**src/sv/rvdec_pkg.sv**
```systemverilog
`timescale 1ns / 1ps
`default_nettype none
// ----------------------------------------------------------------------------
// rvdec_pkg
// Shared types and encodings for the RV32IM subset instruction decoder.
// ----------------------------------------------------------------------------
package rvdec_pkg;

	localparam int unsigned WORD_W = 32;
	localparam int unsigned IMM_W  = 21;
	localparam int unsigned OUT_W  = 48;

	localparam logic [6:0] OPC_OP     = 7'h33;
	localparam logic [6:0] OPC_LOAD   = 7'h03;
	localparam logic [6:0] OPC_OP_IMM = 7'h13;
	localparam logic [6:0] OPC_SYSTEM = 7'h73;
	localparam logic [6:0] OPC_STORE  = 7'h23;
	localparam logic [6:0] OPC_BRANCH = 7'h63;
	localparam logic [6:0] OPC_LUI    = 7'h37;
	localparam logic [6:0] OPC_JAL    = 7'h6f;

	localparam logic [6:0] F7_BASE   = 7'h00;
	localparam logic [6:0] F7_ALT    = 7'h20;
	localparam logic [6:0] F7_MULDIV = 7'h01;

	localparam logic [2:0] F3_ADD = 3'd0;
	localparam logic [2:0] F3_SLL = 3'd1;
	localparam logic [2:0] F3_SLT = 3'd2;
	localparam logic [2:0] F3_XOR = 3'd4;
	localparam logic [2:0] F3_SRL = 3'd5;
	localparam logic [2:0] F3_OR  = 3'd6;
	localparam logic [2:0] F3_AND = 3'd7;

	localparam logic [2:0] F3_BYTE = 3'd0;
	localparam logic [2:0] F3_HALF = 3'd1;
	localparam logic [2:0] F3_WORD = 3'd2;

	localparam logic [2:0] F3_BEQ = 3'd0;
	localparam logic [2:0] F3_BNE = 3'd1;

	localparam logic [WORD_W-1:0] ECALL_WORD = 32'h0000_0073;

	typedef enum logic [4:0] {
		OP_ADD   = 5'd0,
		OP_MUL   = 5'd1,
		OP_SUB   = 5'd2,
		OP_SLL   = 5'd3,
		OP_MULH  = 5'd4,
		OP_SLT   = 5'd5,
		OP_XOR   = 5'd6,
		OP_DIV   = 5'd7,
		OP_SRL   = 5'd8,
		OP_SRA   = 5'd9,
		OP_OR    = 5'd10,
		OP_REM   = 5'd11,
		OP_AND   = 5'd12,
		OP_ADDI  = 5'd13,
		OP_SLLI  = 5'd14,
		OP_SLTI  = 5'd15,
		OP_XORI  = 5'd16,
		OP_SRLI  = 5'd17,
		OP_SRAI  = 5'd18,
		OP_ORI   = 5'd19,
		OP_ANDI  = 5'd20,
		OP_LB    = 5'd21,
		OP_LH    = 5'd22,
		OP_LW    = 5'd23,
		OP_SB    = 5'd24,
		OP_SH    = 5'd25,
		OP_SW    = 5'd26,
		OP_BEQ   = 5'd27,
		OP_BNE   = 5'd28,
		OP_LUI   = 5'd29,
		OP_JAL   = 5'd30,
		OP_ECALL = 5'd31
	} op_t;

	typedef enum logic [2:0] {
		FMT_R      = 3'd0,
		FMT_IALU   = 3'd1,
		FMT_LOAD   = 3'd2,
		FMT_STORE  = 3'd3,
		FMT_BRANCH = 3'd4,
		FMT_LUI    = 3'd5,
		FMT_JAL    = 3'd6,
		FMT_ECALL  = 3'd7
	} fmt_t;

	typedef struct packed {
		logic        ok;
		op_t         op;
		fmt_t        fmt;
	} dec_t;

	typedef struct packed {
		logic signed [IMM_W-1:0] imm;
		logic [4:0]              rs2;
		logic [4:0]              rs1;
		logic [4:0]              rd;
		fmt_t                    fmt;
		op_t                     op;
		logic                    ok;
	} res_t;

endpackage
`default_nettype wire

```
**src/sv/rvdec_opdecode.sv**
```systemverilog
`timescale 1ns / 1ps
`default_nettype none
// ----------------------------------------------------------------------------
// rvdec_opdecode
// Second stage: classifies the opcode and function fields into an operation
// number, a format and a supported flag; carries the word along.
// ----------------------------------------------------------------------------
module rvdec_opdecode (
	input  wire                               clk,
	input  wire                               arst_n,
	input  wire                               in_valid,
	input  wire                               advance,
	input  wire [rvdec_pkg::WORD_W-1:0]       word_s1,
	output logic                              valid_s2,
	output logic [rvdec_pkg::WORD_W-1:0]      word_s2,
	output rvdec_pkg::dec_t                   dec_s2
);

	logic [6:0]      opc;
	logic [2:0]      f3;
	logic [6:0]      f7;
	rvdec_pkg::dec_t dec;

	assign opc = word_s1[6:0];
	assign f3  = word_s1[14:12];
	assign f7  = word_s1[31:25];

	always_comb begin
		dec.ok  = 1'b0;
		dec.op  = rvdec_pkg::OP_ADD;
		dec.fmt = rvdec_pkg::FMT_R;
		case (opc)
			rvdec_pkg::OPC_OP: begin
				dec.fmt = rvdec_pkg::FMT_R;
				case (f3)
					rvdec_pkg::F3_ADD: begin
						if (f7 == rvdec_pkg::F7_BASE) begin
							dec.ok = 1'b1; dec.op = rvdec_pkg::OP_ADD;
						end else if (f7 == rvdec_pkg::F7_MULDIV) begin
							dec.ok = 1'b1; dec.op = rvdec_pkg::OP_MUL;
						end else if (f7 == rvdec_pkg::F7_ALT) begin
							dec.ok = 1'b1; dec.op = rvdec_pkg::OP_SUB;
						end
					end
					rvdec_pkg::F3_SLL: begin
						if (f7 == rvdec_pkg::F7_BASE) begin
							dec.ok = 1'b1; dec.op = rvdec_pkg::OP_SLL;
						end else if (f7 == rvdec_pkg::F7_MULDIV) begin
							dec.ok = 1'b1; dec.op = rvdec_pkg::OP_MULH;
						end
					end
					rvdec_pkg::F3_SLT: begin
						if (f7 == rvdec_pkg::F7_BASE) begin
							dec.ok = 1'b1; dec.op = rvdec_pkg::OP_SLT;
						end
					end
					rvdec_pkg::F3_XOR: begin
						if (f7 == rvdec_pkg::F7_BASE) begin
							dec.ok = 1'b1; dec.op = rvdec_pkg::OP_XOR;
						end else if (f7 == rvdec_pkg::F7_MULDIV) begin
							dec.ok = 1'b1; dec.op = rvdec_pkg::OP_DIV;
						end
					end
					rvdec_pkg::F3_SRL: begin
						if (f7 == rvdec_pkg::F7_BASE) begin
							dec.ok = 1'b1; dec.op = rvdec_pkg::OP_SRL;
						end else if (f7 == rvdec_pkg::F7_ALT) begin
							dec.ok = 1'b1; dec.op = rvdec_pkg::OP_SRA;
						end
					end
					rvdec_pkg::F3_OR: begin
						if (f7 == rvdec_pkg::F7_BASE) begin
							dec.ok = 1'b1; dec.op = rvdec_pkg::OP_OR;
						end else if (f7 == rvdec_pkg::F7_MULDIV) begin
							dec.ok = 1'b1; dec.op = rvdec_pkg::OP_REM;
						end
					end
					rvdec_pkg::F3_AND: begin
						if (f7 == rvdec_pkg::F7_BASE) begin
							dec.ok = 1'b1; dec.op = rvdec_pkg::OP_AND;
						end
					end
					default: dec.ok = 1'b0;
				endcase
			end
			rvdec_pkg::OPC_OP_IMM: begin
				dec.fmt = rvdec_pkg::FMT_IALU;
				case (f3)
					rvdec_pkg::F3_ADD: begin
						dec.ok = 1'b1; dec.op = rvdec_pkg::OP_ADDI;
					end
					rvdec_pkg::F3_SLL: begin
						if (f7 == rvdec_pkg::F7_BASE) begin
							dec.ok = 1'b1; dec.op = rvdec_pkg::OP_SLLI;
						end
					end
					rvdec_pkg::F3_SLT: begin
						dec.ok = 1'b1; dec.op = rvdec_pkg::OP_SLTI;
					end
					rvdec_pkg::F3_XOR: begin
						dec.ok = 1'b1; dec.op = rvdec_pkg::OP_XORI;
					end
					rvdec_pkg::F3_SRL: begin
						if (f7 == rvdec_pkg::F7_BASE) begin
							dec.ok = 1'b1; dec.op = rvdec_pkg::OP_SRLI;
						end else if (f7 == rvdec_pkg::F7_ALT) begin
							dec.ok = 1'b1; dec.op = rvdec_pkg::OP_SRAI;
						end
					end
					rvdec_pkg::F3_OR: begin
						dec.ok = 1'b1; dec.op = rvdec_pkg::OP_ORI;
					end
					rvdec_pkg::F3_AND: begin
						dec.ok = 1'b1; dec.op = rvdec_pkg::OP_ANDI;
					end
					default: dec.ok = 1'b0;
				endcase
			end
			rvdec_pkg::OPC_LOAD: begin
				dec.fmt = rvdec_pkg::FMT_LOAD;
				case (f3)
					rvdec_pkg::F3_BYTE: begin
						dec.ok = 1'b1; dec.op = rvdec_pkg::OP_LB;
					end
					rvdec_pkg::F3_HALF: begin
						dec.ok = 1'b1; dec.op = rvdec_pkg::OP_LH;
					end
					rvdec_pkg::F3_WORD: begin
						dec.ok = 1'b1; dec.op = rvdec_pkg::OP_LW;
					end
					default: dec.ok = 1'b0;
				endcase
			end
			rvdec_pkg::OPC_STORE: begin
				dec.fmt = rvdec_pkg::FMT_STORE;
				case (f3)
					rvdec_pkg::F3_BYTE: begin
						dec.ok = 1'b1; dec.op = rvdec_pkg::OP_SB;
					end
					rvdec_pkg::F3_HALF: begin
						dec.ok = 1'b1; dec.op = rvdec_pkg::OP_SH;
					end
					rvdec_pkg::F3_WORD: begin
						dec.ok = 1'b1; dec.op = rvdec_pkg::OP_SW;
					end
					default: dec.ok = 1'b0;
				endcase
			end
			rvdec_pkg::OPC_BRANCH: begin
				dec.fmt = rvdec_pkg::FMT_BRANCH;
				case (f3)
					rvdec_pkg::F3_BEQ: begin
						dec.ok = 1'b1; dec.op = rvdec_pkg::OP_BEQ;
					end
					rvdec_pkg::F3_BNE: begin
						dec.ok = 1'b1; dec.op = rvdec_pkg::OP_BNE;
					end
					default: dec.ok = 1'b0;
				endcase
			end
			rvdec_pkg::OPC_LUI: begin
				dec.ok  = 1'b1;
				dec.op  = rvdec_pkg::OP_LUI;
				dec.fmt = rvdec_pkg::FMT_LUI;
			end
			rvdec_pkg::OPC_JAL: begin
				dec.ok  = 1'b1;
				dec.op  = rvdec_pkg::OP_JAL;
				dec.fmt = rvdec_pkg::FMT_JAL;
			end
			rvdec_pkg::OPC_SYSTEM: begin
				dec.ok  = (word_s1 == rvdec_pkg::ECALL_WORD);
				dec.op  = rvdec_pkg::OP_ECALL;
				dec.fmt = rvdec_pkg::FMT_ECALL;
			end
			default: dec.ok = 1'b0;
		endcase
	end

	always_ff @(posedge clk or negedge arst_n) begin
		if (!arst_n) begin
			valid_s2 <= 1'b0;
		end else if (advance) begin
			valid_s2 <= in_valid;
		end
	end

	always_ff @(posedge clk) begin
		if (advance) begin
			word_s2 <= word_s1;
			dec_s2  <= dec;
		end
	end

endmodule
`default_nettype wire

```
**src/sv/rvdec_fieldsel.sv**
```systemverilog
`timescale 1ns / 1ps
`default_nettype none
// ----------------------------------------------------------------------------
// rvdec_fieldsel
// Third stage: builds the immediate for the decoded format, zeroes the
// register numbers a format does not use and clears invalid results.
// ----------------------------------------------------------------------------
module rvdec_fieldsel (
	input  wire                               clk,
	input  wire                               arst_n,
	input  wire                               in_valid,
	input  wire                               advance,
	input  wire [rvdec_pkg::WORD_W-1:0]       word_s2,
	input  rvdec_pkg::dec_t                   dec_s2,
	output logic                              valid_s3,
	output rvdec_pkg::res_t                   res_s3
);

	logic [rvdec_pkg::WORD_W-1:0] w;
	rvdec_pkg::res_t              res;
	logic                         use_rd;
	logic                         use_rs1;
	logic                         use_rs2;

	assign w = word_s2;

	always_comb begin
		use_rd  = 1'b0;
		use_rs1 = 1'b0;
		use_rs2 = 1'b0;
		res.imm = '0;
		case (dec_s2.fmt)
			rvdec_pkg::FMT_R: begin
				use_rd = 1'b1; use_rs1 = 1'b1; use_rs2 = 1'b1;
			end
			rvdec_pkg::FMT_IALU: begin
				use_rd = 1'b1; use_rs1 = 1'b1;
				if (dec_s2.op == rvdec_pkg::OP_SLLI || dec_s2.op == rvdec_pkg::OP_SRLI ||
					dec_s2.op == rvdec_pkg::OP_SRAI) begin
					res.imm = {16'b0, w[24:20]};
				end else begin
					res.imm = {{9{w[31]}}, w[31:20]};
				end
			end
			rvdec_pkg::FMT_LOAD: begin
				use_rd = 1'b1; use_rs1 = 1'b1;
				res.imm = {{9{w[31]}}, w[31:20]};
			end
			rvdec_pkg::FMT_STORE: begin
				use_rs1 = 1'b1; use_rs2 = 1'b1;
				res.imm = {{9{w[31]}}, w[31:25], w[11:7]};
			end
			rvdec_pkg::FMT_BRANCH: begin
				use_rs1 = 1'b1; use_rs2 = 1'b1;
				res.imm = {{8{w[31]}}, w[31], w[7], w[30:25], w[11:8], 1'b0};
			end
			rvdec_pkg::FMT_LUI: begin
				use_rd = 1'b1;
				res.imm = {1'b0, w[31:12]};
			end
			rvdec_pkg::FMT_JAL: begin
				use_rd = 1'b1;
				res.imm = {w[31], w[19:12], w[20], w[30:21], 1'b0};
			end
			default: res.imm = '0;
		endcase

		res.ok  = dec_s2.ok;
		res.op  = dec_s2.op;
		res.fmt = dec_s2.fmt;
		res.rd  = use_rd  ? w[11:7]  : 5'd0;
		res.rs1 = use_rs1 ? w[19:15] : 5'd0;
		res.rs2 = use_rs2 ? w[24:20] : 5'd0;

		// unsupported words report all-zero fields
		if (!dec_s2.ok) begin
			res = '0;
		end
	end

	always_ff @(posedge clk or negedge arst_n) begin
		if (!arst_n) begin
			valid_s3 <= 1'b0;
		end else if (advance) begin
			valid_s3 <= in_valid;
		end
	end

	always_ff @(posedge clk) begin
		if (advance) begin
			res_s3 <= res;
		end
	end

endmodule
`default_nettype wire

```
**src/sv/rv32im_subset_instruction_decoder_top.sv**
```systemverilog
`timescale 1ns / 1ps
`default_nettype none
// ----------------------------------------------------------------------------
// rv32im_subset_instruction_decoder_top
// Decodes RV32IM subset instruction words into operation, format, register
// numbers and immediate, one word per clock while the output is not stalled.
//
// Input channel s_axis_*: one 32-bit instruction word per transfer.
// Output channel m_axis_*: one decoded word per input word, in order.
// m_axis_tvalid rises once the word has passed through every stage in order:
// stage one registers the word, stage two classifies opcode and function
// fields, stage three builds the immediate and register fields and holds the
// result on the output.
// Throughput is one word per cycle while m_axis_tready is high; every stage
// has a valid bit and moves whenever the stage after it is empty or moving.
// When m_axis_tready is low the result holds, the pipeline fills and
// s_axis_tready falls once every stage holds a word; nothing is dropped or
// repeated. Reset empties all stages; no word is presented after reset until
// a new one has been accepted.
// ----------------------------------------------------------------------------
module rv32im_subset_instruction_decoder_top (
	input  wire                               clk,
	input  wire                               arst_n,
	input  wire                               s_axis_tvalid,
	output logic                              s_axis_tready,
	// [31:0] instr_word
	input  wire [rvdec_pkg::WORD_W-1:0]       s_axis_tdata,
	output logic                              m_axis_tvalid,
	input  wire                               m_axis_tready,
	// [0] valid_res, [5:1] op_id, [8:6] fmt, [13:9] rd, [18:14] rs1,
	// [23:19] rs2, [44:24] imm, [47:45] zero
	output logic [rvdec_pkg::OUT_W-1:0]       m_axis_tdata
);

	logic                         valid_s1;
	logic [rvdec_pkg::WORD_W-1:0] word_s1;
	logic                         valid_s2;
	logic [rvdec_pkg::WORD_W-1:0] word_s2;
	rvdec_pkg::dec_t              dec_s2;
	logic                         valid_s3;
	rvdec_pkg::res_t              res_s3;
	logic                         adv1;
	logic                         adv2;
	logic                         adv3;

	assign adv3 = !valid_s3 || m_axis_tready;
	assign adv2 = !valid_s2 || adv3;
	assign adv1 = !valid_s1 || adv2;

	assign s_axis_tready = adv1;

	always_ff @(posedge clk or negedge arst_n) begin
		if (!arst_n) begin
			valid_s1 <= 1'b0;
		end else if (adv1) begin
			valid_s1 <= s_axis_tvalid;
		end
	end

	always_ff @(posedge clk) begin
		if (adv1) begin
			word_s1 <= s_axis_tdata;
		end
	end

	rvdec_opdecode u_opdecode (
		.clk      (clk),
		.arst_n   (arst_n),
		.in_valid (valid_s1),
		.advance  (adv2),
		.word_s1  (word_s1),
		.valid_s2 (valid_s2),
		.word_s2  (word_s2),
		.dec_s2   (dec_s2)
	);

	rvdec_fieldsel u_fieldsel (
		.clk      (clk),
		.arst_n   (arst_n),
		.in_valid (valid_s2),
		.advance  (adv3),
		.word_s2  (word_s2),
		.dec_s2   (dec_s2),
		.valid_s3 (valid_s3),
		.res_s3   (res_s3)
	);

	assign m_axis_tvalid = valid_s3;
	assign m_axis_tdata  = {3'b000, res_s3.imm, res_s3.rs2, res_s3.rs1, res_s3.rd,
		res_s3.fmt, res_s3.op, res_s3.ok};

endmodule
`default_nettype wire

```
**config.mk**
```make
export PLATFORM = sky130hd
export DESIGN_NAME = rv32im_subset_instruction_decoder_top
export DESIGN_NICKNAME = d
export VERILOG_FILES = /design/src/sv/rvdec_pkg.sv /design/src/sv/rvdec_opdecode.sv /design/src/sv/rvdec_fieldsel.sv /design/src/sv/rv32im_subset_instruction_decoder_top.sv
export SDC_FILE = /design/constraint.sdc
export NUM_CORES = 1
export LEC_CHECK = 0
export BUFFER_PORTS_ARGS = -buffer_cell sky130_fd_sc_hd__clkbuf_2
export CAP_MARGIN = 20
export CORE_ASPECT_RATIO = 0.75
export CORE_UTILIZATION = 45
export CTS_BUF_LIST = sky130_fd_sc_hd__clkbuf_4
export DETAILED_ROUTE_END_ITERATION = 6
export GPL_ROUTABILITY_DRIVEN = 0
export GPL_TIMING_DRIVEN = 0
export PLACE_DENSITY_LB_ADDON = 0.15
export SLEW_MARGIN = 20
export SYNTH_ARGS = -nofsm -noshare
export SYNTH_HDL_FRONTEND = slang
export SYNTH_SLANG_ARGS = --single-unit
```
**constraint.sdc**
```tcl
create_clock -name clk -period 5.3 [get_ports clk]
set_clock_uncertainty 0.15 [all_clocks]
set_input_delay 0.265 -clock clk [delete_from_list [all_inputs] [get_ports clk]]
set_output_delay 0.265 -clock clk [all_outputs]
set_load 0.05 [all_outputs]
```
==> metrics.txt <==
most common cell after layout, fill and taps aside=edfxtp_1; fillcell total=870; largest net degree at the start of global routing=34; crit-path max FO=16; Slew @ Worst Pin=0.7309 ns; clock group share of total power=26.4%; Main synth FF type=edfxtp_1; all-layer global routing usage=20.77%; Achievable Freq=0.4144 GHz; DRT iter0 DRCs=322; DIE WIDTH=123.7 um; DP HPWL=7704 um; Final Setup Violations=0; Seq pwr share=55.1%; Worst EP required=4.89 ns; Port-buffer cells=82; Post-DRT Antenna Nets=0; Pre-antenna DRT Iters=5; slew margin rel.=50.98%; Boundary Pins=86; FFs w/ async S/R, synth=2.632%; CP Launch Type=flop; Min Clock Period, post-route=2.413 ns; drt wl/cell=16.75 um; clock tree from TritonCTS=built; root buffer cell=clkbuf_4; Hold WC Path Type=in -> reg; area added between synthesis and finish=24.93%; Total Wirelength=11060 um; area share of the largest cell type after synthesis=66.68%; Synth Area in Adders=0%; Layout Nets=547; DRC viols=0; H-tree Lvls=4; dominant cell type by area after synthesis=edfxtp_1; DIE AREA=11540 um2; Post-synth EDFFs=111; DR vias=3628; WP data arrival=2.00 ns; Synth Area per Inst=13.58 um2; Resized cells post-CTS=0; Critical Path Sink Type=output pin; DP Worst Slack=3.205 ns; fin util=59.30%; Pint=0.001464 W; global-route wire length before repair=17540 um; worst-case clock buffer depth=2; Max Cap Violations=0; flip-flop and latch area=3408 um2; outcome=complete, no violations; Simple-Gate Fraction of Synth Area=14.82%; Cells after Synth=368; most frequent cells in the layout=edfxtp_1 (111), clkbuf_2 (82), dlygate4sd3_1 (35); Combinational Power Share=18.6%; Placement Rows=32; YS warnings=0; clk sinks=114; post-synthesis mux area share=1.527%; XOR/XNOR share of the synthesized area=0.5257%; VDD IR-drop max=0.3315 mV; library cells used by synthesis=58; clk_lat worst skew=0.50 ns; WS Path Type=reg -> out; Switch Pwr=0.0006325 W; remaining global-route overflow=0; RSZ-0062 raised after global routing=no; setup tns final=0 ns; Clock transition at path regs=0.10 ns; Worst Setup Slack, final=2.887 ns; Slew Limit Fails=0; dominant cells by area after synthesis=edfxtp_1 (67%), a22oi_1 (2.6%), and2_1 (2.5%); main combinational cell family by area after synthesis=simple AND/OR/NAND/NOR gates; post-synthesis cell area=4999 um2; Power Total=0.002096 W; Leak=2.443 nW; synthesis-stage register bit count=114; sequential fraction of the synthesis area=68.19%; Synth Area in Compound Gates=12.12%; number of global-route vias before repair=3480; Initial Util=47.47%; post-CTS setup buffers=0; Die Y=93.28 um; CTS buffer count=17; initial antenna violation count=0; via/cell ratio=5.497; layout cell share with drive strength beyond 1=29.20%; Final period util=45.53%; area of the core=10530 um2; WHS=0.04225 ns; Sw Ratio=30.18%; Multi-input gate area=1463 um2; final hold vios=0; P per Cell Area=335.7 nW/um2; n_diodes=0
==> synth_stat cells (all sizes together), types with 2 or more instances <==
master	instances
a211oi	9
a21o	2
a21oi	25
a221oi	4
a22oi	17
a31oi	2
a32oi	2
and2	20
and3	8
buf	18
clkbuf	3
dfrtp	3
edfxtp	111
inv	6
mux2	5
mux2i	2
nand2	16
nand2b	10
nand3	8
nand3b	5
nand4	6
nor2	26
nor2b	4
nor3	9
nor3b	3
nor4	6
o211ai	2
o21ai	16
xnor2	2
==> flip-flops by register name, indices dropped and copies added, names as in the netlist <==
name / count
u_fieldsel.valid_s3: 1
word_s1: 32
u_fieldsel.res_s3: 45
u_opdecode.word_s2: 25
valid_s1: 1
u_opdecode.dec_s2: 9
u_opdecode.valid_s2: 1
==> final timing paths <==
| kind | endpoint | depth (start not counted) | start | slack (ns) |
|---|---|---|---|---|
| hold / removal | u_opdecode.valid_s2 | 3 | m_axis_tready | 0.04 |
| hold reg to reg | u_opdecode.word_s2[11] | 0 | word_s1[11] | 0.30 |
| max in group asynchronous | valid_s1 | 3 | arst_n | 4.36 |
| setup reg to reg | u_opdecode.dec_s2[3] | 5 | word_s1[12] | 3.17 |
| min in group asynchronous | u_opdecode.valid_s2 | 3 | arst_n | 0.48 |
| setup / recovery | s_axis_tready | 3 | u_fieldsel.valid_s3 | 2.89 |
==> layer usage <==
layer | GRT usage [%] | vias up | part of all wire, %
li1 | - | 1722 | -
met2 | 30.19 | 182 | 43
met3 | 6.646 | 34 | 8.4
met5 | 0 | - | 0
met1 | 28.40 | 1690 | 46
met4 | 9.137 | 0 | 2.6
==> power by group through the flow <==
| stage | sequential [W] | clock [W] | combinational [W] |
|---|---|---|---|
| 2_1_floorplan | 0.00127 | 0 | 0.000159 |
| 3_3_place_gp | 0.00118 | 0 | 0.000352 |
| 3_5_place_dp | 0.00117 | 0 | 0.000367 |
| 4_1_cts | 0.00115 | 0.000562 | 0.000387 |
| 5_1_grt | 0.00116 | 0.000606 | 0.000419 |
| 6_report | 0.00115 | 0.000553 | 0.000389 |
==> worst max-delay path, cell delays in order, from the launching register on <==
cell and delay [ns]:
dfrtp_1 0.41, nand4b_1 0.48, buf_6 0.36, clkbuf_2 0.25
==> area by class of cell <==
cell class / instances / share of cell area (%)
plain buffers: 21 / 1.843
clock buffers: 22 / 2.645
repair buffers: 122 / 13.28
clock inverters: 10 / 1.142
inverters: 6 / 0.3606
flip-flops and latches: 114 / 54.58
multi-input cells: 229 / 23.42
well taps: 136 / 2.725
==> cell families after synthesis <==
| group | after synthesis |
|---|---|
| AOI/OAI and AO/OA | 88 |
| buffers and inverters | 27 |
| DFF | 114 |
| other | 1 |
| muxes | 7 |
| and+or+nand+nor | 128 |
| xor gates and xnor gates | 3 |
==> repair_timing <==
action / 4_1_cts / 5_1_grt
setup endpoints to repair: 0 / 0
hold buffers: 35 / 0
endpoints found under the hold margin: 36 / 0
==> through the flow <==
step / instances / instance area, um2
floorplan: 370 / 5006
global placement: 588 / 5587
detailed placement: 593 / 5658
CTS: 660 / 6245
global route: 660 / 6245
finish: 660 / 6245
Power figures use the tool's default switching activity.
